==> src/sv/text_console_cell_buffer_assert.svh <==
// ----------------------------------------------------------------------------
// text console cell buffer assertion macros
// shared property forms for the console buffer checks
// ----------------------------------------------------------------------------
`ifndef TEXT_CONSOLE_CELL_BUFFER_ASSERT_SVH
`define TEXT_CONSOLE_CELL_BUFFER_ASSERT_SVH

// consequent checked in the same cycle
`define TCCB_ASSERT_SAME(label, ante, cons) \
    label: assert property (@(posedge i_clk) disable iff (!i_rst_n) (ante) |-> (cons)) \
        else $error("tccb check failed");

// consequent checked in the next cycle
`define TCCB_ASSERT_NEXT(label, ante, cons) \
    label: assert property (@(posedge i_clk) disable iff (!i_rst_n) (ante) |=> (cons)) \
        else $error("tccb check failed");

`endif

==> src/sv/tccb_pkg.sv <==
// ----------------------------------------------------------------------------
// tccb_pkg
// types and constants shared by the text console cell buffer modules
// ----------------------------------------------------------------------------
package tccb_pkg;

    localparam int ROWS_DEF = 25;
    localparam int COLS_DEF = 80;

    localparam int OP_W     = 2;
    localparam int CHAR_W   = 8;
    localparam int ATTR_W   = 8;
    localparam int IDX_W    = 11;
    localparam int CELL_W   = 16;
    localparam int ROW_W    = 5;
    localparam int COL_W    = 7;
    localparam int OFF_W    = 11;
    localparam int TDATA_W  = 32;
    localparam int APB_AW   = 2;
    localparam int APB_DW   = 32;
    localparam int QDEPTH   = 2;
    localparam int QAW      = 1;

    localparam logic [CHAR_W-1:0] NEWLINE_CODE    = 8'd10;
    localparam logic [CELL_W-1:0] BLANK_RESET     = 16'h2007;
    localparam logic [APB_AW-1:0] ADDR_BLANK_CELL = 2'd0;

    typedef enum logic [OP_W-1:0] {
        OP_WRITE     = 2'd0,
        OP_BACKSPACE = 2'd1,
        OP_CLEAR     = 2'd2,
        OP_READ      = 2'd3
    } t_op;

    typedef enum logic [2:0] {
        CMD_PUT,
        CMD_NEWLINE,
        CMD_BACK,
        CMD_CLEAR,
        CMD_READ
    } t_cmd;

    typedef enum logic [2:0] {
        ST_CLEAR,
        ST_IDLE,
        ST_PLAN,
        ST_ADDR,
        ST_MEM,
        ST_SCROLL,
        ST_DONE
    } t_bstate;

    typedef struct packed {
        t_cmd              cmd;
        logic [CHAR_W-1:0] chr;
        logic [ATTR_W-1:0] attr;
        logic [IDX_W-1:0]  idx;
    } t_item;

    typedef struct packed {
        logic  push;
        t_item item;
    } t_q_push;

    typedef struct packed {
        logic  valid;
        t_item item;
    } t_q_out;

    typedef struct packed {
        logic init_busy;
    } t_back_status;

    // first member sits in the high bits
    typedef struct packed {
        logic [CHAR_W-1:0] rd_char;
        logic [OFF_W-1:0]  offset;
        logic [COL_W-1:0]  col;
        logic [ROW_W-1:0]  row;
    } t_result;

endpackage

==> src/sv/tccb_front.sv <==
// ----------------------------------------------------------------------------
// tccb_front
// accepts input transactions, unpacks them and sorts them into commands
// ----------------------------------------------------------------------------
module tccb_front (
    input  logic                         i_clk,
    input  logic                         i_rst_n,
    input  logic                         i_valid,
    output logic                         o_ready,
    input  logic [tccb_pkg::TDATA_W-1:0] i_tdata,
    input  logic [tccb_pkg::OP_W-1:0]    i_tuser,
    input  logic                         i_full,
    input  tccb_pkg::t_back_status       i_status,
    output tccb_pkg::t_q_push            o_push
);

    tccb_pkg::t_op   op;
    tccb_pkg::t_item item;
    logic            r_ready;

    // registered ready: queue full and clearing pass both come from flops
    always_ff @(posedge i_clk) begin
        if (!i_rst_n) begin
            r_ready <= 1'b0;
        end else begin
            r_ready <= 1'b1;
        end
    end

    always_comb begin
        op        = tccb_pkg::t_op'(i_tuser);
        item.chr  = i_tdata[tccb_pkg::CHAR_W-1:0];
        item.attr = i_tdata[tccb_pkg::CHAR_W +: tccb_pkg::ATTR_W];
        item.idx  = i_tdata[tccb_pkg::CHAR_W + tccb_pkg::ATTR_W +: tccb_pkg::IDX_W];
        case (op)
            tccb_pkg::OP_WRITE: begin
                item.cmd = (item.chr == tccb_pkg::NEWLINE_CODE) ?
                           tccb_pkg::CMD_NEWLINE : tccb_pkg::CMD_PUT;
            end
            tccb_pkg::OP_BACKSPACE: item.cmd = tccb_pkg::CMD_BACK;
            tccb_pkg::OP_CLEAR:     item.cmd = tccb_pkg::CMD_CLEAR;
            tccb_pkg::OP_READ:      item.cmd = tccb_pkg::CMD_READ;
            default:                item.cmd = tccb_pkg::CMD_READ;
        endcase
    end

    assign o_ready     = r_ready && !i_full && !i_status.init_busy;
    assign o_push.push = i_valid && o_ready;
    assign o_push.item = item;

endmodule

==> config.mk <==
export PLATFORM = sky130hd
export DESIGN_NAME = tccb_front
export DESIGN_NICKNAME = d
export VERILOG_FILES = /design/src/sv/text_console_cell_buffer_assert.svh /design/src/sv/tccb_pkg.sv /design/src/sv/tccb_front.sv
export SDC_FILE = /design/constraint.sdc
export NUM_CORES = 1
export LEC_CHECK = 0
export ABC_AREA = 1
export BUFFER_PORTS_ARGS = -buffer_cell sky130_fd_sc_hd__buf_2
export CORE_UTILIZATION = 23
export DETAILED_ROUTE_END_ITERATION = 12
export GPL_ROUTABILITY_DRIVEN = 1
export PLACE_DENSITY = 0.74
export REMOVE_ABC_BUFFERS = 1
export SETUP_SLACK_MARGIN = 0.2
export SYNTH_ARGS = -nofsm -noshare
export SYNTH_HDL_FRONTEND = slang
export SYNTH_SLANG_ARGS = --single-unit
==> constraint.sdc <==
create_clock -name i_clk -period 0.8 [get_ports i_clk]
set_input_delay 0 -clock i_clk [delete_from_list [all_inputs] [get_ports i_clk]]
set_output_delay 0 -clock i_clk [all_outputs]
set_load 0.005 [all_outputs]
==> impl_results.md <==
* Outcome: finished clean
* Comb power frac at 70.7%
* Final ANT Viol Nets at 0
* Inserted Diodes at 0
* Largest driver fanout on the critical path at 2
* Crit path time final at 0.671 ns
* Initial Utilization at 25.4%
* Area of the multi-input gates at 111 um^2
* Drt first pass iters at 4
* Final worst path period share at 83.9%
* RSZ-0062 raised after global routing: true
* Sequential cell area at 20.0 um^2
* #FFs+latches synth at 1
* Setup WS post-layout at 0.129 ns
* Pwr Density at 536 mW/mm^2
* Maxcap violations at 0
* FILL cells at 151
* Max reg flops at 1
* CP bufs+invs at 1
* Fin util at 25.5%
* F_max at 1.49 GHz
* I/O pins at 71
* Mapped Area at 343 um^2
* CP delay by family, top: simple AND/OR/NAND/NOR gates
* Largest net degree at the start of global routing at 4
* Post-Syn Instances at 50
* Sequential-to-total area share from yosys stat at 5.84%
* Total Routing Usage GR at 10.8%
* Clock transition at the registers of the reported paths at 0 ns
* Chip Width at 40.6 um
* Crit start category: register
* Most flop-heavy register: r_ready
* Total routed wirelength at 935 um
* Top cell type by total area after synthesis: buf_4
* Worst Hold Class: in2out
* Total number of vias at 273
* Final setup fails at 0
* Slowest stage cell, crit path: dfxtp_1
* Share of cells above drive strength 1 at 67.3%
* NetSw at 0.0541 mW
* Share of power burned in registers at 29.3%
* Syn Area/Cell at 6.86 um^2
* Worst Path Required at 0.80 ns
* Netlist cell types at 8
* Share of the synthesized area in the top cell type at 59.1%
* Clock share of power at 0%
* Worst-Margin Slew at 0.132 ns
* Largest cells by area after synthesis: buf_4 59%, ha_1 11%, inv_1 7.7%, nand2_1 7.7%, dfxtp_1 5.8%
* Wire per inst at 14.0 um
* # rows at 13
* Fin. max-slew vios at 0
* Count of input and output buffers at 27
* WP data arrival at 0.67 ns
* Worst Setup End Kind: output port
* Via-per-instance ratio at 4.07
* Die height at 40.6 um
* Largest stage delay, worst path at 0.28 ns
* DR iter-0 viols at 3
* Post-DP HPWL at 808 um
* Final Hold Fails at 0
* Cell chain of the critical path: nor3b_2 -> and2_1 -> buf_2
* Core area at 0.00135 mm^2
* Final setup TNS at 0 ns
* Hold_buf cts at 0
* Sw Ratio at 29.3%
* RD Place Congestion at 0.577
* Number of global-route vias before repair at 204
* Residual DRC at 0
* P_leak at 0.216 nW
* Area of the die at 0.00165 mm^2
* Post-DP Area at 294 um^2
* Area Overhead vs Synth at 0.365%
* Maximum VDD drop at 132 uV
* Global-route wire length before repair at 1.09 mm
* Hold WS at 0.0000663 ns
* Biggest regs: r_ready (1)
* P_int at 0.130 mW
* Slew HR at 91.1%
* Yosys warns at 0
* Overflow after GRT at 0
* Antenna violations before repair at 0
* Dpl ws at 0.0864 ns
* Crit Path Category: reg2out
* Nets at 96
* Post-route cell area at 344 um^2
cell families after synthesis:
kind of cell             Yosys count  share of synthesized area (%)
flip-flops                         1                           5.84
buffers and inverters             34                           66.8
adder cells (fa/ha/maj)            3                           11.0
AND/OR/NAND/NOR                   12                           16.4
Yosys cell counts:
library cell / instances
and2_1: 1
buf_4: 27
dfxtp_1: 1
ha_1: 3
inv_1: 7
nand2_1: 7
nor2_1: 3
nor3b_2: 1
per-stage QoR:
step / std cells / total power [mW]
after floorplan: 23 / 0.0822
after detailed placement: 65 / 0.159
after CTS: 65 / 0.166
after global placement: 65 / 0.155
final: 67 / 0.185
after global routing: 67 / 0.205
final timing paths:
kind / startpoint / end / depth (start not counted)
min: i_tdata[23] / o_push[7] / 0
max: r_ready$_DFF_P_ / o_push[30] / 3
metal layers:
layer	routed length (um)	global-route usage (%)	share of wire, %	vias to the layer above
li1	-	-	-	123
met1	386	13.1	41	114
met2	316	11.9	34	36
met3	232	13.9	25	0
met4	0	0	0	0
met5	0	0	0	-
layout make-up:
cell class                      count  share of cell area [%]
Tap cell                           15                    5.45
Sequential cell                     1                    5.82
Inverter                            7                    9.09
Timing Repair Buffer               29                    47.3
Multi-Input combinational cell     15                    32.4
repair_timing:
item                       CTS  global route
setup endpoints to repair    2             3
pin swaps                    0             4
gates resized for setup      4             7
buffers inserted             0             2
power by group through the flow:
stage | logic [mW] | registers, mW | clock network [mW]
after floorplan | 0.0284 | 0.0538 | 0
after global placement | 0.101 | 0.0538 | 0
after detailed placement | 0.105 | 0.0541 | 0
after CTS | 0.112 | 0.0541 | 0
after global routing | 0.151 | 0.0541 | 0
final | 0.131 | 0.0540 | 0
cell usage in the layout (no fill, tap or decap), drive strengths merged:
master | synthesis | layout
and2 | 1 | 1
buf | 27 | 29
dfxtp | 1 | 1
ha | 3 | 3
inv | 7 | 7
nand2 | 7 | 7
nor2 | 3 | 3
nor3b | 1 | 1
No activity file was read; power rests on OpenSTA's default activity.
