`config.mk`:
```
export PLATFORM = sky130hd
export DESIGN_NAME = tccb_queue
export DESIGN_NICKNAME = d
export VERILOG_FILES = /design/src/sv/text_console_cell_buffer_assert.svh /design/src/sv/tccb_pkg.sv /design/src/sv/tccb_queue.sv
export SDC_FILE = /design/constraint.sdc
export NUM_CORES = 1
export LEC_CHECK = 0
export BUFFER_PORTS_ARGS = -buffer_cell sky130_fd_sc_hd__buf_2
export CAP_MARGIN = 30
export CORE_AREA = 2 2 75 77
export CTS_CLUSTER_SIZE = 16
export DETAILED_ROUTE_END_ITERATION = 10
export DIE_AREA = 0 0 77 79
export PLACE_DENSITY = 0.75
export SLEW_MARGIN = 10
export SYNTH_ARGS = -nofsm -noshare
export SYNTH_HDL_FRONTEND = slang
export SYNTH_SLANG_ARGS = --single-unit
```
`constraint.sdc`:
```
create_clock -name i_clk -period 2.2 [get_ports i_clk]
set_input_delay 0.11 -clock i_clk [delete_from_list [all_inputs] [get_ports i_clk]]
set_output_delay 0.11 -clock i_clk [all_outputs]
set_load 0.005 [all_outputs]
```
`src/sv/text_console_cell_buffer_assert.svh`:
```
// ----------------------------------------------------------------------------
// text console cell buffer assertion macros
// shared property forms for the console buffer checks
// ----------------------------------------------------------------------------
`ifndef TEXT_CONSOLE_CELL_BUFFER_ASSERT_SVH
`define TEXT_CONSOLE_CELL_BUFFER_ASSERT_SVH

// consequent checked in the same cycle
`define TCCB_ASSERT_SAME(label, ante, cons) \
    label: assert property (@(posedge i_clk) disable iff (!i_rst_n) (ante) |-> (cons)) \
        else $error("tccb check failed");

// consequent checked in the next cycle
`define TCCB_ASSERT_NEXT(label, ante, cons) \
    label: assert property (@(posedge i_clk) disable iff (!i_rst_n) (ante) |=> (cons)) \
        else $error("tccb check failed");

`endif

```
`src/sv/tccb_pkg.sv`:
```
// ----------------------------------------------------------------------------
// tccb_pkg
// types and constants shared by the text console cell buffer modules
// ----------------------------------------------------------------------------
package tccb_pkg;

    localparam int ROWS_DEF = 25;
    localparam int COLS_DEF = 80;

    localparam int OP_W     = 2;
    localparam int CHAR_W   = 8;
    localparam int ATTR_W   = 8;
    localparam int IDX_W    = 11;
    localparam int CELL_W   = 16;
    localparam int ROW_W    = 5;
    localparam int COL_W    = 7;
    localparam int OFF_W    = 11;
    localparam int TDATA_W  = 32;
    localparam int APB_AW   = 2;
    localparam int APB_DW   = 32;
    localparam int QDEPTH   = 2;
    localparam int QAW      = 1;

    localparam logic [CHAR_W-1:0] NEWLINE_CODE    = 8'd10;
    localparam logic [CELL_W-1:0] BLANK_RESET     = 16'h2007;
    localparam logic [APB_AW-1:0] ADDR_BLANK_CELL = 2'd0;

    typedef enum logic [OP_W-1:0] {
        OP_WRITE     = 2'd0,
        OP_BACKSPACE = 2'd1,
        OP_CLEAR     = 2'd2,
        OP_READ      = 2'd3
    } t_op;

    typedef enum logic [2:0] {
        CMD_PUT,
        CMD_NEWLINE,
        CMD_BACK,
        CMD_CLEAR,
        CMD_READ
    } t_cmd;

    typedef enum logic [2:0] {
        ST_CLEAR,
        ST_IDLE,
        ST_PLAN,
        ST_ADDR,
        ST_MEM,
        ST_SCROLL,
        ST_DONE
    } t_bstate;

    typedef struct packed {
        t_cmd              cmd;
        logic [CHAR_W-1:0] chr;
        logic [ATTR_W-1:0] attr;
        logic [IDX_W-1:0]  idx;
    } t_item;

    typedef struct packed {
        logic  push;
        t_item item;
    } t_q_push;

    typedef struct packed {
        logic  valid;
        t_item item;
    } t_q_out;

    typedef struct packed {
        logic init_busy;
    } t_back_status;

    // first member sits in the high bits
    typedef struct packed {
        logic [CHAR_W-1:0] rd_char;
        logic [OFF_W-1:0]  offset;
        logic [COL_W-1:0]  col;
        logic [ROW_W-1:0]  row;
    } t_result;

endpackage

```
`src/sv/tccb_queue.sv`:
```
// ----------------------------------------------------------------------------
// tccb_queue
// short command queue between the front and back parts
// ----------------------------------------------------------------------------
module tccb_queue (
    input  logic              i_clk,
    input  logic              i_rst_n,
    input  tccb_pkg::t_q_push i_push,
    output logic              o_full,
    input  logic              i_pop,
    output tccb_pkg::t_q_out  o_q
);

    tccb_pkg::t_item             r_slot [tccb_pkg::QDEPTH];
    logic [tccb_pkg::QAW-1:0]    r_wp;
    logic [tccb_pkg::QAW-1:0]    r_rp;
    logic [tccb_pkg::QAW:0]      r_count;

    always_ff @(posedge i_clk) begin
        if (i_push.push) begin
            r_slot[r_wp] <= i_push.item;
        end
    end

    always_ff @(posedge i_clk) begin
        if (!i_rst_n) begin
            r_wp    <= '0;
            r_rp    <= '0;
            r_count <= '0;
        end else begin
            if (i_push.push) begin
                r_wp <= r_wp + 1'b1;
            end
            if (i_pop) begin
                r_rp <= r_rp + 1'b1;
            end
            case ({i_push.push, i_pop})
                2'b10:   r_count <= r_count + 1'b1;
                2'b01:   r_count <= r_count - 1'b1;
                default: r_count <= r_count;
            endcase
        end
    end

    assign o_full    = (r_count == (tccb_pkg::QAW + 1)'(tccb_pkg::QDEPTH));
    assign o_q.valid = (r_count != '0);
    assign o_q.item  = r_slot[r_rp];

endmodule

```
==> impl_metrics.py, run 1 <==
metrics = {
    "sta": {
        "setup_slack_ps": 677,
        "worstMarginPinSlew_ps": 423,
        "max_freq_ghz": 0.657,
        "max-slew-margin-rel_pct": 71.7,
        "clock_skew_ps": 5.10,
        "period_share_pct": 69.2,
        "hold_violations": 0,
        "period_needed_ps": 1520,
        "maxSlewViolCount": 0,
        "finalSetupViolations": 0,
        "rsz0062_at_grt": "false",
        "whs_ps": 61.8,
        "finalSetupTns_ps": 0,
    },
    "detailed_routing": {
        "drc": 0,
        "wire_per_inst_um": 13.9,
        "ant_nets": 0,
        "vias_per_cell": 4.58,
        "dr.pass1.iters": 4,
        "wl_um": 4140,
        "dr.first_iter.drc_count": 59,
        "via_count": 1368,
    },
    "synth": {
        "syn_nets": 150,
        "synth.cells.most_frequent": "edfxtp_1, mux2_2, dfxtp_1, and2_1, buf_2",
        "ys_top_cells_by_area": "edfxtp_1, mux2_2, dfxtp_1, and2_1, xnor2_1",
        "async_reset_ff_share_pct": 0,
        "netlist_area_mm2": 0.00237,
        "netlist_instances": 115,
        "seq_area_frac_synth_pct": 80.1,
        "yosys.area.top_type": "edfxtp_1",
        "syn_area_per_cell_um2": 20.6,
        "netlist.area_leader.share_pct": 75.9,
        "synth_warnings": 0,
        "synth_flop_cell": "edfxtp_1",
        "synth_edf_count": 60,
        "synth-seq-cells": 65,
        "yosysMostFrequentCell": "edfxtp_1",
        "yosys.cell_types.count": 17,
    },
    "final_layout": {
        "area_delta_synth_final_pct": 37.8,
        "final-instance-count-excl-fill": 299,
        "layout.nets": 258,
        "antennaDiodeCount": 0,
        "drive_above_1_share_pct": 51.1,
        "nFillCells": 410,
        "final_util_pct": 61.3,
    },
    "floorplan": {
        "io_pins": 66,
        "die-area_mm2": 0.00608,
        "coreArea_mm2": 0.00534,
        "start_util_pct": 44.5,
        "rows": 27,
        "die_w_um": 77,
        "die_h_um": 79,
    },
    "cts": {
        "clk_path_buf_depth": 2,
        "post_cts_buffers": 0,
        "worstSkewPairLatency_ps": 320,
        "cts.sinks": 65,
        "clock-root-buffer": "clkbuf_8",
        "path_clk_slew_ps": 60,
        "ctsHoldBuffers": 30,
        "tritoncts": "built",
        "cts_resized": 0,
        "htree_levels": 3,
        "cts_buffers": 9,
    },
    "setup_path": {
        "cp.arrival_ps": 1410,
        "r2r_setup_slack_ps": 830,
        "cp_max_fo": 18,
        "critPathLaunchType": "flop",
        "required_ps": 2090,
        "crit_path_end_kind": "output port",
        "crit_type": "flop to output port",
    },
    "power_and_ir_drop": {
        "power.share.clock_pct": 30.7,
        "switching_share_pct": 21.2,
        "peakVddDrop_mv": 0.490,
        "cellPowerDensity_mw_per_mm2": 774,
        "power_frac_seq_pct": 57.0,
        "p_sw_w": 0.000536,
        "leakage_nw": 1.26,
        "comb_power_share_pct": 12.3,
        "p_int_w": 0.00199,
    },
    "global_routing": {
        "grt_pass1_wl_um": 6380,
        "first_global_vias": 1397,
        "grt.overflow.total": 0,
        "grtUsageTotal_pct": 14.5,
        "antenna_found_initial": 0,
        "grt_max_degree": 19,
    },
    "placement": {
        "hpwlAfterDp_um": 2430,
        "port_buffers": 65,
        "dp_cells": 254,
        "gp_congestion": 0.694,
        "dp_slack_ps": 829,
    },
    "run": {
        "drv_cap": 0,
    },
    "min_path": {
        "hold_path_class": "primary input to flop",
    },
    "run_status": {
        "status": "complete, no violations",
    },
}
[flip-flops by register name, summed over array words and instances (netlist names), named ones only]
name	cells
r_rp	1
r_slot	60
r_count	2
r_wp	1
[worst paths after layout]
kind,startpoint,endpoint,depth (start not counted)
setup reg to reg,r_wp,r_slot[0][2],2
setup / recovery,flop,o_q[24],3
hold / removal,i_rst_n,r_wp,2
hold reg to reg,r_count[1],r_count[1],2
[kinds of logic after synthesis]
group / count (synthesis) / share of synthesized area, %
AO/OA/AOI/OAI: 3 / 0.843
XOR/XNOR: 3 / 1.11
multiplexers: 30 / 14.2
adder cells (fa/ha/maj): 1 / 0.527
buffers and inverters: 4 / 0.790
flip-flops: 65 / 80.1
AND/OR/NAND/NOR: 9 / 2.37
[placed cells by master (no fill, tap or decap), drive strengths merged]
cell type,instances
or3,1
clkinv,5
nor2b,1
or2,1
o21a,1
o21ai,1
ha,1
clkbuf,10
xor2,1
edfxtp,60
dlygate4sd3,30
buf,70
a21boi,1
dfxtp,5
xnor2,2
nor2,1
inv,1
mux2,30
and2,4
and2b,1
[final cells by class]
cell class,instances,area [um^2],share of cell area [%]
clock inverter,5,23.8,0.727
inverter,1,3.75,0.115
clock buffer,10,128,3.90
sequential,65,1900,58.1
tap,72,90.1,2.75
timing repair buffer,100,663,20.3
multi-input combinational,46,460,14.1
[per-layer routing]
layer | GRT usage (%) | share of wire [%] | vias up
met5 | 0 | 0 | -
met4 | 9.11 | 1.8 | 0
met3 | 5.00 | 5.3 | 6
met2 | 24.7 | 54 | 43
met1 | 15.5 | 39 | 662
li1 | - | - | 657
[power groups by stage]
stage,clock [W],combinational [W],sequential [W]
floorplan,0,0.000144,0.00147
global placement,0,0.000265,0.00147
detailed placement,0,0.000268,0.00147
CTS,0.000794,0.000312,0.00144
global route,0.000858,0.000338,0.00145
finish,0.000776,0.000310,0.00144
[worst max-delay path, stage by stage, from the launching register on]
cell,delay [ps]
dfxtp_1,320
buf_4,260
mux2_2,380
buf_2,130
[stage by stage]
step                power, W  instance area (um^2)
floorplan            0.00161                  2370
global placement     0.00173                  2820
detailed placement   0.00174                  2820
CTS                  0.00255                  3270
global route         0.00265                  3270
finish               0.00253                  3270
Note: power is estimated with default switching activity, not from simulation.
==> inputs of run 2 (changes only) <==
==> constraint.sdc (replaced) <==
create_clock -name i_clk -period 1.4 [get_ports i_clk]
set_input_delay 0.07 -clock i_clk [delete_from_list [all_inputs] [get_ports i_clk]]
set_output_delay 0.07 -clock i_clk [all_outputs]
set_load 0.005 [all_outputs]
==> impl_metrics.py, run 2 (synthesis gave the netlist of run 1 again) <==
metrics = {
    "run_status": {
        "status": "complete, but fails checks",
        "failed_checks": "setup timing",
    },
    "detailed_routing": {
        "ant_nets": 0,
        "wire_per_inst_um": 14.1,
        "wl_um": 4260,
        "via_count": 1393,
        "vias_per_cell": 4.60,
        "dr.pass1.iters": 4,
        "drc": 0,
        "dr.first_iter.drc_count": 70,
    },
    "global_routing": {
        "grt_pass1_wl_um": 6910,
        "grt_max_degree": 18,
        "grtUsageTotal_pct": 15.2,
        "antenna_found_initial": 0,
        "first_global_vias": 1446,
        "grt.overflow.total": 0,
    },
    "min_path": {
        "hold_path_class": "primary input to flop",
    },
    "sta": {
        "worstMarginPinSlew_ps": 233,
        "period_share_pct": 101,
        "finalSetupTns_ps": -37.6,
        "whs_ps": 88.4,
        "finalSetupViolations": 13,
        "max-slew-margin-rel_pct": 84.5,
        "rsz0062_at_grt": "true",
        "maxSlewViolCount": 0,
        "hold_violations": 0,
        "period_needed_ps": 1410,
        "setup_slack_ps": -11.3,
        "clock_skew_ps": 5.62,
        "max_freq_ghz": 0.709,
    },
    "setup_path": {
        "cp_max_fo": 17,
        "crit_path_end_kind": "output port",
        "crit_type": "flop to output port",
        "required_ps": 1330,
        "critPathLaunchType": "flop",
        "cp.arrival_ps": 1340,
    },
    "cts": {
        "cts.sinks": 65,
        "tritoncts": "built",
        "path_clk_slew_ps": 70,
        "worstSkewPairLatency_ps": 330,
        "post_cts_buffers": 0,
        "clk_path_buf_depth": 2,
        "cts_buffers": 9,
        "htree_levels": 3,
        "clock-root-buffer": "clkbuf_8",
    },
    "final_layout": {
        "drive_above_1_share_pct": 53.2,
        "seqCellArea_mm2": 0.00191,
        "layout_common_cells": "buf_2, edfxtp_1, dlygate4sd3_1",
        "antennaDiodeCount": 0,
        "final_util_pct": 64.0,
        "largest_register_ffs": 60,
        "area_delta_synth_final_pct": 44.0,
        "layout.nets": 261,
        "reg.largest.list": "r_slot (60), r_count (2)",
        "final_common_cell": "buf_2",
        "final-instance-count-excl-fill": 303,
        "top_register": "r_slot",
        "nFillCells": 414,
        "multi_input_area_um2": 484,
    },
    "floorplan": {
        "rows": 27,
        "coreArea_mm2": 0.00534,
        "start_util_pct": 44.5,
        "die-area_mm2": 0.00608,
        "die_w_um": 77,
        "die_h_um": 79,
        "io_pins": 66,
    },
    "placement": {
        "port_buffers": 65,
        "dp_cells": 255,
        "hpwlAfterDp_um": 2580,
        "gp_congestion": 0.700,
    },
    "power_and_ir_drop": {
        "power_w": 0.00432,
        "peakVddDrop_mv": 0.779,
        "cellPowerDensity_mw_per_mm2": 1260,
        "leakage_nw": 1.33,
    },
    "run": {
        "drv_cap": 0,
    },
}
==> run 2: timing repair <==
item / 4_1_cts / 5_1_grt
gates resized for setup: 7 / 7
setup endpoints to repair: 30 / 30
hold buffers: 31 / 0
cloned: 1 / 0
endpoints found under the hold margin: 64 / 0
==> run 2: cell type report <==
type                    instances  share of cell area (%)
clock buffers                   9                    3.62
clock inverters                 7                    2.09
inverters                       1                   0.110
multi-input cells              46                    14.2
flip-flops and latches         65                    55.7
well taps                      72                    2.64
repair buffers                103                    21.6
==> run 2: where the power goes <==
part | total (W) | internal [W] | switching [W] | leakage, nW
Combinational | 0.000534 | 0.000326 | 0.000208 | 0.629
Sequential | 0.00227 | 0.00224 | 0.0000371 | 0.605
Clock | 0.00151 | 0.000817 | 0.000696 | 0.0912
==> run 2: worst paths after layout <==
path                            slack (ps)  cells after the start  startpoint      endpoint
worst min-delay path                    90                      3  i_push[30]          r_wp
worst max register to register         260                      2        r_wp  r_slot[1][2]
worst min register to register         500                      2  r_count[1]    r_count[1]
worst max-delay path                   -10                      3        flop       o_q[28]
==> run 2: worst max-delay path: stages (launching register included) <==
cell,delay (ps)
dfxtp_4,380
buf_12,160
mux2_2,340
buf_2,130
==> run 2: per-layer routing <==
layer	vias up	wire length [um]	global-route usage, %
met5	-	0	0
met4	0	46	5.71
met3	7	231	6.25
met2	51	2190	25.3
met1	669	1790	17.8
li1	666	-	-
==> run 2: per-stage QoR <==
stage          worst slack, ps  instance area, um^2
3_3_place_gp               244                 2850
3_5_place_dp               229                 2850
2_1_floorplan              181                 2380
4_1_cts                  -38.1                 3380
5_1_grt                  -74.0                 3420
6_report                 -11.3                 3420
==> inputs of run 3 (changes only) <==
--- a/config.mk
+++ b/config.mk
@@ -16,3 +16,4 @@
 export SYNTH_ARGS = -nofsm -noshare
 export SYNTH_HDL_FRONTEND = slang
 export SYNTH_SLANG_ARGS = --single-unit
+export TNS_END_PERCENT = 5
==> impl_metrics.py, run 3 (synthesis gave the netlist of run 1 again) <==
metrics = {
    "placement": {
        "gp_congestion": 0.697,
        "dp_slack_ps": 254,
        "port_buffers": 65,
        "hpwlAfterDp_um": 2470,
    },
    "min_path": {
        "holdCritStartpoint": "i_push[30]",
        "whs_endpoint": "r_wp",
        "hold_path_class": "primary input to flop",
        "whs_path_depth": 3,
    },
    "setup_path": {
        "worst-path-buf-inv": 2,
        "critPathLaunchType": "flop",
        "reg2regPathDepth": 2,
        "r2r_setup_slack_ps": 270,
        "regToRegEndpoint": "r_slot[1][4]",
        "crit_chain": "buf_12 > mux2_2 > buf_2",
        "crit_type": "flop to output port",
        "crit_path_end_kind": "output port",
        "reg2reg_from": "r_wp",
        "required_ps": 1330,
        "critPathSlowestCell": "dfxtp_4",
        "cp_max_fo": 15,
        "path_delay_family": "flip-flops",
        "slowest_delay_ps": 370,
        "cp.arrival_ps": 1330,
    },
    "detailed_routing": {
        "dr.first_iter.drc_count": 55,
        "wire_per_inst_um": 14.1,
        "ant_nets": 0,
        "vias_per_cell": 4.59,
        "wl_um": 4240,
        "via_count": 1382,
        "drc": 0,
        "dr.pass1.iters": 3,
    },
    "final_layout": {
        "antennaDiodeCount": 0,
        "reg.largest.list": "r_slot (60), r_count (2)",
        "final_common_cell": "edfxtp_1",
        "drive_above_1_share_pct": 51.1,
        "top_register": "r_slot",
        "layout_common_cells": "edfxtp_1, buf_2, dlygate4sd3_1",
        "area_delta_synth_final_pct": 44.5,
        "largest_register_ffs": 60,
        "final_util_pct": 64.3,
        "layout.nets": 260,
    },
    "cts": {
        "clk_path_buf_depth": 2,
        "cts_buffers": 9,
        "cts.sinks": 65,
        "post_cts_buffers": 0,
        "htree_levels": 3,
        "clock-root-buffer": "clkbuf_8",
        "path_clk_slew_ps": 60,
        "tritoncts": "built",
        "worstSkewPairLatency_ps": 330,
    },
    "sta": {
        "worstMarginPinSlew_ps": 231,
        "period_share_pct": 100,
        "hold_violations": 0,
        "clock_skew_ps": 6.98,
        "maxSlewViolCount": 0,
        "whs_ps": 72.7,
        "finalSetupViolations": 1,
        "max_freq_ghz": 0.714,
        "rsz0062_at_grt": "true",
        "period_needed_ps": 1400,
        "finalSetupTns_ps": -0.649,
        "setup_slack_ps": -0.649,
        "max-slew-margin-rel_pct": 84.6,
    },
    "global_routing": {
        "antenna_found_initial": 0,
        "grt.overflow.total": 0,
        "first_global_vias": 1419,
        "grtUsageTotal_pct": 14.4,
        "grt_max_degree": 18,
        "grt_pass1_wl_um": 6390,
    },
    "floorplan": {
        "coreArea_mm2": 0.00534,
        "io_pins": 66,
        "start_util_pct": 44.5,
        "die_h_um": 79,
        "die_w_um": 77,
        "rows": 27,
        "die-area_mm2": 0.00608,
    },
    "power_and_ir_drop": {
        "leakage_nw": 1.34,
        "cellPowerDensity_mw_per_mm2": 1240,
        "power_w": 0.00426,
        "peakVddDrop_mv": 0.952,
    },
    "run_status": {
        "failed_checks": "setup timing",
        "status": "complete, but fails checks",
    },
    "run": {
        "drv_cap": 0,
    },
}
run 3: final cells by class:
type / count / area (um^2)
Clock buffer: 10 / 128
Clock inverter: 5 / 47.5
Inverter: 1 / 3.75
Multi-Input combinational cell: 46 / 494
Sequential cell: 65 / 1910
Tap cell: 72 / 90.1
Fill cell: 408 / 1910
Timing Repair Buffer: 102 / 762
run 3: routing by layer:
metal,vias up,share of wire (%),track usage [%]
li1,664,-,-
met1,664,40,16.4
met2,39,53,23.6
met3,15,3.5,4.09
met4,0,3.3,10.2
met5,-,0,0
run 3: power by group:
group / switching (W) / leakage [nW] / total (W) / internal (W)
Clock: 0.000635 / 0.0910 / 0.00143 / 0.000794
Combinational: 0.000212 / 0.644 / 0.000557 / 0.000344
Sequential: 0.0000358 / 0.605 / 0.00227 / 0.00224
run 3: worst reg2reg max path: stages (launching register included):
cell and delay (ps):
dfxtp_1 370, and2_1 200, buf_4 240
run 3: how the worst max path moves through the flow:
| stage | end | slack (ps) | cells past startpoint |
|---|---|---|---|
| after global placement | r_count[1] | 270 | 5 |
| final | o_q[8] | -0.6 | 3 |
| after global routing | o_q[12] | -60 | 3 |
| after floorplan | r_slot[1][0] | -130 | 1 |
| after CTS | o_q[28] | -20 | 3 |
| after detailed placement | r_count[1] | 250 | 5 |
run 3: timing repair:
action / 4_1_cts / 5_1_grt
gates cloned: 0 / 0
hold buffers: 31 / 0
gates resized for setup: 2 / 16
endpoints found under the hold margin: 63 / 0
endpoints found under the setup margin: 30 / 30
run 3: stage by stage:
step                cells  area (um^2)
floorplan             115         2380
global placement      255         2860
detailed placement    255         2860
CTS                   301         3350
global route          301         3430
finish                301         3430
